### config.mk
export PLATFORM = sky130hd
export DESIGN_NAME = direction_snap_with_hysteresis
export DESIGN_NICKNAME = d
export VERILOG_FILES = /design/src/sv/dsh_pkg.sv /design/src/sv/direction_snap_with_hysteresis.sv
export SDC_FILE = /design/constraint.sdc
export NUM_CORES = 2
export LEC_CHECK = 0
export BUFFER_PORTS_ARGS = -buffer_cell sky130_fd_sc_hd__buf_2
export CAP_MARGIN = 0
export CORE_MARGIN = 3
export CORE_UTILIZATION = 50
export CTS_CLUSTER_SIZE = 20
export DETAILED_ROUTE_END_ITERATION = 12
export GPL_TIMING_DRIVEN = 1
export PLACE_DENSITY = 0.65
export SETUP_SLACK_MARGIN = 0.02
export SLEW_MARGIN = 10
export SYNTH_ARGS = -nofsm -noshare
export SYNTH_HDL_FRONTEND = slang
export SYNTH_SLANG_ARGS = --single-unit
### constraint.sdc
create_clock -name i_clk -period 17.2 [get_ports i_clk]
set_input_delay 3.44 -clock i_clk [delete_from_list [all_inputs] [get_ports i_clk]]
set_output_delay 3.44 -clock i_clk [all_outputs]
set_load 0.02 [all_outputs]
### src/sv/dsh_pkg.sv
// Shared types, codes and column tables for the direction snap block.
// No dependencies.
`default_nettype none

package dsh_pkg;

    localparam int COMPONENT_WIDTH = 16;

    localparam logic [2:0] DIR_S  = 3'd0;
    localparam logic [2:0] DIR_SW = 3'd1;
    localparam logic [2:0] DIR_W  = 3'd2;
    localparam logic [2:0] DIR_NW = 3'd3;
    localparam logic [2:0] DIR_N  = 3'd4;
    localparam logic [2:0] DIR_NE = 3'd5;
    localparam logic [2:0] DIR_E  = 3'd6;
    localparam logic [2:0] DIR_SE = 3'd7;

    localparam logic [1:0] CNT_ONE   = 2'd0;
    localparam logic [1:0] CNT_FOUR  = 2'd1;
    localparam logic [1:0] CNT_EIGHT = 2'd2;

    localparam logic CFG_COUNT_MODE  = 1'b0;
    localparam logic CFG_UNIQUE_DIAG = 1'b1;

    localparam logic [19:0] CONE_SCALE = 20'd1000000;
    localparam logic [20:0] CONE_CARD  = 21'd786769;
    localparam logic [20:0] CONE_DIAG  = 21'd1573538;

    typedef struct packed {
        logic                              mode;
        logic signed [COMPONENT_WIDTH-1:0] dx;
        logic signed [COMPONENT_WIDTH-1:0] dy;
        logic [2:0]                        current_facing;
    } t_in_item;

    typedef struct packed {
        logic [2:0] direction;
        logic [2:0] column;
        logic       mirrored;
    } t_out_item;

    function automatic logic [2:0] four_col(input logic [2:0] dir);
        logic [2:0] col;
        unique case (dir)
            DIR_S, DIR_SW:  col = 3'd0;
            DIR_W, DIR_NW:  col = 3'd1;
            DIR_E, DIR_SE:  col = 3'd2;
            default:        col = 3'd3;
        endcase
        return col;
    endfunction

    function automatic logic [2:0] six_col(input logic [2:0] dir);
        logic [2:0] col;
        unique case (dir)
            DIR_S:          col = 3'd0;
            DIR_SW, DIR_SE: col = 3'd1;
            DIR_W:          col = 3'd2;
            DIR_NW, DIR_NE: col = 3'd3;
            DIR_N:          col = 3'd4;
            default:        col = 3'd5;
        endcase
        return col;
    endfunction

endpackage

`default_nettype wire

### src/sv/direction_snap_with_hysteresis.sv
// Direction snap with hysteresis: five-stage pipeline, top level.
// Depends on dsh_pkg.
//
//   channel  | handshake                     | payload
//   ---------+-------------------------------+---------------------------
//   input    | i_in_valid / o_in_stall       | i_in_item  (t_in_item)
//   output   | o_out_valid / i_out_stall     | o_out_item (t_out_item)
//   config   | i_cfg_valid / o_cfg_ready     | i_cfg_index, i_cfg_data
//
// One item per cycle while the output is not stalled; five register stages.
// The stages follow the cone test: square, scale by constant, compare.
// A stalled output holds the whole pipeline; bubbles do not collapse.
// Reset clears all valid bits and sets eight directions with distinct columns.
// Config writes are always ready.
`default_nettype none

module direction_snap_with_hysteresis
    import dsh_pkg::*;
(
    input  wire logic       i_clk,
    input  wire logic       i_rst_n,
    input  wire logic       i_in_valid,
    output logic            o_in_stall,
    input  wire t_in_item   i_in_item,
    output logic            o_out_valid,
    input  wire logic       i_out_stall,
    output t_out_item       o_out_item,
    input  wire logic       i_cfg_valid,
    output logic            o_cfg_ready,
    input  wire logic       i_cfg_index,
    input  wire logic [1:0] i_cfg_data
);

    localparam int CW = COMPONENT_WIDTH;
    localparam int PW = 2 * CW;
    localparam int LW = PW + 22;

    typedef struct packed {
        logic       mode;
        logic [2:0] cur;
        logic       dx_pos;
        logic       dy_pos;
        logic       zero;
        logic       ay_ge;
        logic       s_pos;
        logic [2:0] dir4;
    } t_tag;

    logic [1:0] r_count_mode;
    logic       r_unique_diag;

    logic       w_adv;
    logic [3:0] r_vld;
    logic       r_out_valid;
    t_out_item  r_out_item;

    // stage A
    t_tag            n_tag_a;
    logic [CW-1:0]   n_ax, n_ay, n_big, n_small, n_s_mag;
    logic signed [CW:0] n_s, w_dxe, w_dye;
    logic [CW+4:0]   w_ax20, w_ax23, w_ay20, w_ay23;
    t_tag            r_tag_a;
    logic [CW-1:0]   r_big, r_small, r_s_mag;

    // stage B
    t_tag            r_tag_b;
    logic [PW-1:0]   r_sm2, r_bg2, r_smbg, r_ss;

    // stage C
    logic [PW:0]     n_card_sum;
    t_tag            r_tag_c;
    logic            r_card;
    logic [PW:0]     r_len2;
    logic [LW-1:0]   r_lhs_c;

    // stage D
    logic [2:0]      n_oct;
    t_tag            r_tag_d;
    logic [2:0]      r_oct;
    logic [LW-1:0]   r_lhs, r_rhs;

    // output stage
    logic            w_eight;
    t_out_item       n_out;

    assign o_cfg_ready = 1'b1;

    always_ff @(posedge i_clk) begin
        if (!i_rst_n) begin
            r_count_mode  <= CNT_EIGHT;
            r_unique_diag <= 1'b1;
        end else if (i_cfg_valid && o_cfg_ready) begin
            unique case (i_cfg_index)
                CFG_COUNT_MODE:  r_count_mode  <= i_cfg_data;
                CFG_UNIQUE_DIAG: r_unique_diag <= i_cfg_data[0];
            endcase
        end
    end

    assign w_adv      = !(r_out_valid && i_out_stall);
    assign o_in_stall = !w_adv;

    always_comb begin
        w_dxe = {i_in_item.dx[CW-1], i_in_item.dx};
        w_dye = {i_in_item.dy[CW-1], i_in_item.dy};
        n_ax  = i_in_item.dx[CW-1] ? (~i_in_item.dx + 1'b1) : i_in_item.dx;
        n_ay  = i_in_item.dy[CW-1] ? (~i_in_item.dy + 1'b1) : i_in_item.dy;

        n_tag_a.mode   = i_in_item.mode;
        n_tag_a.cur    = i_in_item.current_facing;
        n_tag_a.dx_pos = !i_in_item.dx[CW-1] && (i_in_item.dx != '0);
        n_tag_a.dy_pos = !i_in_item.dy[CW-1] && (i_in_item.dy != '0);
        n_tag_a.zero   = (i_in_item.dx == '0) && (i_in_item.dy == '0);
        n_tag_a.ay_ge  = (n_ay >= n_ax);
        n_big          = n_tag_a.ay_ge ? n_ay : n_ax;
        n_small        = n_tag_a.ay_ge ? n_ax : n_ay;

        unique case (i_in_item.current_facing)
            DIR_S:   n_s = w_dye;
            DIR_SW:  n_s = w_dye - w_dxe;
            DIR_W:   n_s = -w_dxe;
            DIR_NW:  n_s = -w_dxe - w_dye;
            DIR_N:   n_s = -w_dye;
            DIR_NE:  n_s = w_dxe - w_dye;
            DIR_E:   n_s = w_dxe;
            default: n_s = w_dxe + w_dye;
        endcase
        n_tag_a.s_pos = !n_s[CW] && (n_s != '0);
        n_s_mag       = n_s[CW-1:0];

        w_ax20 = {5'd0, n_ax} * (CW+5)'(20);
        w_ax23 = {5'd0, n_ax} * (CW+5)'(23);
        w_ay20 = {5'd0, n_ay} * (CW+5)'(20);
        w_ay23 = {5'd0, n_ay} * (CW+5)'(23);

        if (!i_in_item.mode) begin
            if (n_tag_a.ay_ge) begin
                n_tag_a.dir4 = n_tag_a.dy_pos ? DIR_S : DIR_N;
            end else begin
                n_tag_a.dir4 = n_tag_a.dx_pos ? DIR_E : DIR_W;
            end
        end else if (i_in_item.current_facing == DIR_E || i_in_item.current_facing == DIR_W) begin
            if (w_ay20 > w_ax23) begin
                n_tag_a.dir4 = n_tag_a.dy_pos ? DIR_S : DIR_N;
            end else begin
                n_tag_a.dir4 = n_tag_a.dx_pos ? DIR_E : DIR_W;
            end
        end else begin
            if (w_ax20 > w_ay23) begin
                n_tag_a.dir4 = n_tag_a.dx_pos ? DIR_E : DIR_W;
            end else begin
                n_tag_a.dir4 = n_tag_a.dy_pos ? DIR_S : DIR_N;
            end
        end
    end

    always_comb begin
        n_card_sum = {1'b0, r_sm2} + {r_smbg, 1'b0};
    end

    always_comb begin
        if (r_tag_c.zero) begin
            n_oct = DIR_S;
        end else if (r_card) begin
            if (r_tag_c.ay_ge) begin
                n_oct = r_tag_c.dy_pos ? DIR_S : DIR_N;
            end else begin
                n_oct = r_tag_c.dx_pos ? DIR_E : DIR_W;
            end
        end else if (r_tag_c.dy_pos) begin
            n_oct = r_tag_c.dx_pos ? DIR_SE : DIR_SW;
        end else begin
            n_oct = r_tag_c.dx_pos ? DIR_NE : DIR_NW;
        end
    end

    always_comb begin
        w_eight = r_count_mode[1];
        if (!w_eight) begin
            n_out.direction = r_tag_d.dir4;
        end else if (r_tag_d.mode
                     && (r_tag_d.zero || (r_tag_d.s_pos && r_lhs >= r_rhs))) begin
            n_out.direction = r_tag_d.cur;
        end else begin
            n_out.direction = r_oct;
        end

        n_out.mirrored = 1'b0;
        unique case (r_count_mode)
            CNT_ONE:  n_out.column = 3'd0;
            CNT_FOUR: n_out.column = four_col(n_out.direction);
            default: begin
                if (r_unique_diag) begin
                    n_out.column = n_out.direction;
                end else begin
                    n_out.column   = six_col(n_out.direction);
                    n_out.mirrored = (n_out.direction == DIR_NE)
                                     || (n_out.direction == DIR_SE);
                end
            end
        endcase
    end

    always_ff @(posedge i_clk) begin
        if (!i_rst_n) begin
            r_vld       <= '0;
            r_out_valid <= 1'b0;
        end else if (w_adv) begin
            r_vld       <= {r_vld[2:0], i_in_valid};
            r_out_valid <= r_vld[3];
        end
    end

    always_ff @(posedge i_clk) begin
        if (w_adv) begin
            r_tag_a   <= n_tag_a;
            r_big     <= n_big;
            r_small   <= n_small;
            r_s_mag   <= n_s_mag;

            r_tag_b   <= r_tag_a;
            r_sm2     <= PW'(r_small) * PW'(r_small);
            r_bg2     <= PW'(r_big) * PW'(r_big);
            r_smbg    <= PW'(r_small) * PW'(r_big);
            r_ss      <= PW'(r_s_mag) * PW'(r_s_mag);

            r_tag_c   <= r_tag_b;
            r_card    <= (n_card_sum < {1'b0, r_bg2});
            r_len2    <= {1'b0, r_sm2} + {1'b0, r_bg2};
            r_lhs_c   <= LW'(r_ss) * LW'(CONE_SCALE);

            r_tag_d   <= r_tag_c;
            r_oct     <= n_oct;
            r_lhs     <= r_lhs_c;
            r_rhs     <= LW'(r_len2) * LW'(r_tag_c.cur[0] ? CONE_DIAG : CONE_CARD);

            r_out_item <= n_out;
        end
    end

    assign o_out_valid = r_out_valid;
    assign o_out_item  = r_out_item;

endmodule

`default_nettype wire

Word level (Yosys, flattened, before mapping)
Cells that the tools add are included.

Logic and storage cells: 146. Register bits after elaboration: 419. Output and inout port bits: 10.

Mux-type cells: 26. Add/sub/neg operators: 10. Reduce and logical (&&, ||, !) cells: 29. Equal/unequal tests: 14. Bitwise operators: 3. Multipliers: 10. $lt $le $gt $ge: 5.

Operators by type and width (count): $mul 16x16->32 (4); $pmux 17 s7 (1); $mux 16 (4); $ge 52x54->1 (1); $mul 33x21->54 (1); $mux 3 (17); $mul 32x14->46 const B (1); $gt 21x21->1 (2); $mul 16x5->21 const B (2); $mul 16x3->19 const B (2); $neg 16->17 (2); $sub 16x16->17 (2); $add 32x32->33 (1); $add 32x33->33 (1); $lt 33x32->1 (1); $add 16x1->16 const B (2); $logic_not 16->1 (2); $not 16->16 (2); $reduce_bool 16->1 (2); $eq 3x3->1 const B (7); $mux 21 (1); $add 16x16->17 (1); $reduce_bool 17->1 (1); $sub 17x16->17 (1); 16 further kinds (36).

Longest topological paths before layout
Depth in word-level cells: 11. Depth in mapped cells: 32. Mapped depth without buffers: 32.

Least setup slack after synthesis
No wires, ideal clock.

Path kind: input to output. Start point: input port i_out_stall. End point: output port o_in_stall. Cell stages on the path: 2. Path buffers: 0. Arrival: 14.085 ns. Setup slack: -0.325 ns. Required time: 13.760 ns. Cell sequence: nand2_1 inv_1.

Longest elaborated chain between the ends: 1.

RTL lines: start: declaration (line direction_snap_with_hysteresis.sv:26) `input wire logic i_out_stall,`; $logic_and 1x1->1 (line direction_snap_with_hysteresis.sv:100) `assign w_adv = !(r_out_valid && i_out_stall);`; end: declaration (line direction_snap_with_hysteresis.sv:23) `output logic o_in_stall,`.

Every way passes these cells.

==> out/results.ini <==
[yosys]
synth_top_area_share_pct = 28.8
synth_area_mm2 = 0.0758
netlist_instances = 7912
async_reset_ff_share_pct = 0
seq_area_frac_synth_pct = 16.1
synth.avg_cell_area_um2 = 9.57
yosys-top-cells-area = fa_1, ha_1, edfxtp_1
synth_cell_types = 92
ys_seq_elements = 410
synth_edf_count = 402
yosys_warnings = 0
yosys.area.top_type = fa_1
synth_ff_type = edfxtp_1

[sta]
hold_ws_ps = 400
setup_ws_ps = 6700
tightest_slew_ps = 1080
fin_crit_ps = 10500
rsz0062_at_grt = false
slew_violations = 0
finalCritPeriodShare_pct = 61.1
max-slew-margin-rel_pct = 27.9
finalSetupViolations = 0
max_freq_mhz = 95.2
finalSetupTns_ps = 0
clock_skew_ps = 41.1
finalHoldViolCount = 0

[critical_path]
arrival_ps = 10840
path_max_fanout = 11
crit_type = in -> reg
cp_slowest_stage_delay_ps = 680
critical_path_required_ps = 17530
cpMostUsedCell = ha_1
start_kind = input pin
critPathSlowestCell = xnor2_1
critPathCaptureType = flip-flop

[detailed_routing]
first_pass_iters = 5
drt-total-wl_um = 178000
route.vias.total = 53100
vias_per_cell = 5.30
drc = 0
drt_iter0_drc = 2898
ant_nets = 0
wl_per_cell_um = 17.8

[clocking]
post_cts_buffers = 0
clockBufferDepth = 3
cts_buffers = 49
cts.reportedPaths.clkPinSlew_ps = 60
clock_latency_ps = 640
cts-root-buf = clkbuf_16
cts_tree = done
cts-resized-gates = 0
cts_hold_buf = 0
h-tree-depth = 2
cts_sinks = 410

[place]
io_buffers = 52
preCtsSetupSlack_ps = 6170
gp_routability_congestion = 0.929
dpl.hpwl_um = 149000

[layout]
mostFrequentLayoutCells = inv_1, ha_1, fa_1
seqCellArea_mm2 = 0.0122
nets = 10300
final_common_cell = inv_1
multi_input_area_mm2 = 0.0563
drive_gt1_share_pct = 3.11
syn_to_final_growth_pct = 5.73
fillers = 13800
final_core_util_pct = 53.3

[global_routing]
grt_usage_pct = 23.5
overflow = 0
grt_max_degree = 92
grt_pass1_vias = 57100
grt_pass1_wl_um = 296000
antenna_found_initial = 7

[floorplanning]
die_area_mm2 = 0.156
rows = 142
die_y_um = 395
die_w_um = 395
core_mm2 = 0.150
start_util_pct = 50.5
ios = 54

[min_path]
hold_path.class = reg -> reg

[job]
maxCapViolations = 0

[status]
outcome = completed

-- synthesized netlist by cell type (115+ instances only) --
cell type	instances
ha_1	1204
xor2_1	115
a21o_1	166
nand2_1	579
edfxtp_1	402
clkbuf_1	153
o21ai_0	189
nor2_1	365
inv_1	1793
a21oi_1	333
and2_1	219
xnor2_1	326
fa_1	1090
-- worst max-delay path: cells and delay by family --
| family | cells | cell delay [ps] |
|---|---|---|
| AO/OA/AOI/OAI | 12 | 2880 |
| adder cells (fa/ha/maj) | 6 | 2070 |
| AND/OR/NAND/NOR | 3 | 610 |
| multiplexers | 1 | 110 |
| buffers and inverters | 4 | 640 |
| XOR/XNOR | 3 | 1040 |
-- stage by stage --
stage | cells | cell area, um^2
final | 10000 | 80100
after global routing | 10000 | 80100
after CTS | 10000 | 80100
after detailed placement | 9925 | 78500
after global placement | 9925 | 78500
after floorplan | 7977 | 76000
-- sequential cells by signal (all words and copies together) (netlist names), 31 cells and up --
name,flops
r_lhs,45
r_smbg,32
r_lhs_c,45
r_len2,33
r_ss,31
r_rhs,54
r_bg2,31
r_sm2,31
-- worst paths after layout --
path | startpoint | to | slack, ps | cells past startpoint
worst max-delay path | i_in_item[19] | r_tag_a[2]$_DFFE_PN_ | 6700 | 29
worst min-delay path | r_tag_a[11]$_DFFE_PN_ | r_tag_b[11]$_DFFE_PN_ | 400 | 0
worst max register to register | r_small[2]$_DFFE_PN_ | r_sm2[30]$_DFFE_PN_ | 8410 | 23
worst min register to register | r_tag_a[11]$_DFFE_PN_ | r_tag_b[11]$_DFFE_PN_ | 400 | 0
-- final cells by class --
| class | count | share of cell area [%] |
|---|---|---|
| Timing Repair Buffer | 109 | 0.859 |
| Tap cell | 2016 | 3.15 |
| Clock buffer | 61 | 1.59 |
| Antenna cell | 1 | 0.00312 |
| Multi-Input combinational cell | 5585 | 70.3 |
| Sequential cell | 410 | 15.3 |
| Clock inverter | 29 | 0.405 |
| Inverter | 1805 | 8.46 |
-- routing by layer --
layer / GRT usage [%] / wire [um] / up-vias
met4: 4.89 / 3690 / 2
met3: 2.10 / 7020 / 216
met5: 0 / 17 / -
li1: - / - / 25400
met1: 31.2 / 78200 / 26500
met2: 41.9 / 88900 / 952
-- kinds of logic (layout without fill, tap and decap cells) --
family | after synthesis | in the layout | synth area share (%)
adder cells (fa/ha/maj) | 2296 | 2296 | 48.7
buffers and inverters | 1982 | 2004 | 9.90
AND/OR/NAND/NOR | 1684 | 1684 | 10.7
AO/OA/AOI/OAI | 1075 | 1075 | 9.11
XOR/XNOR | 441 | 441 | 5.10
flip-flops | 410 | 410 | 16.1
multiplexers | 22 | 22 | 0.317
other | 2 | 68 | 0.00991
Power is left out: the tool's default activity adds up to more than one toggle a clock period on the data nets, which glitch-free logic cannot reach.
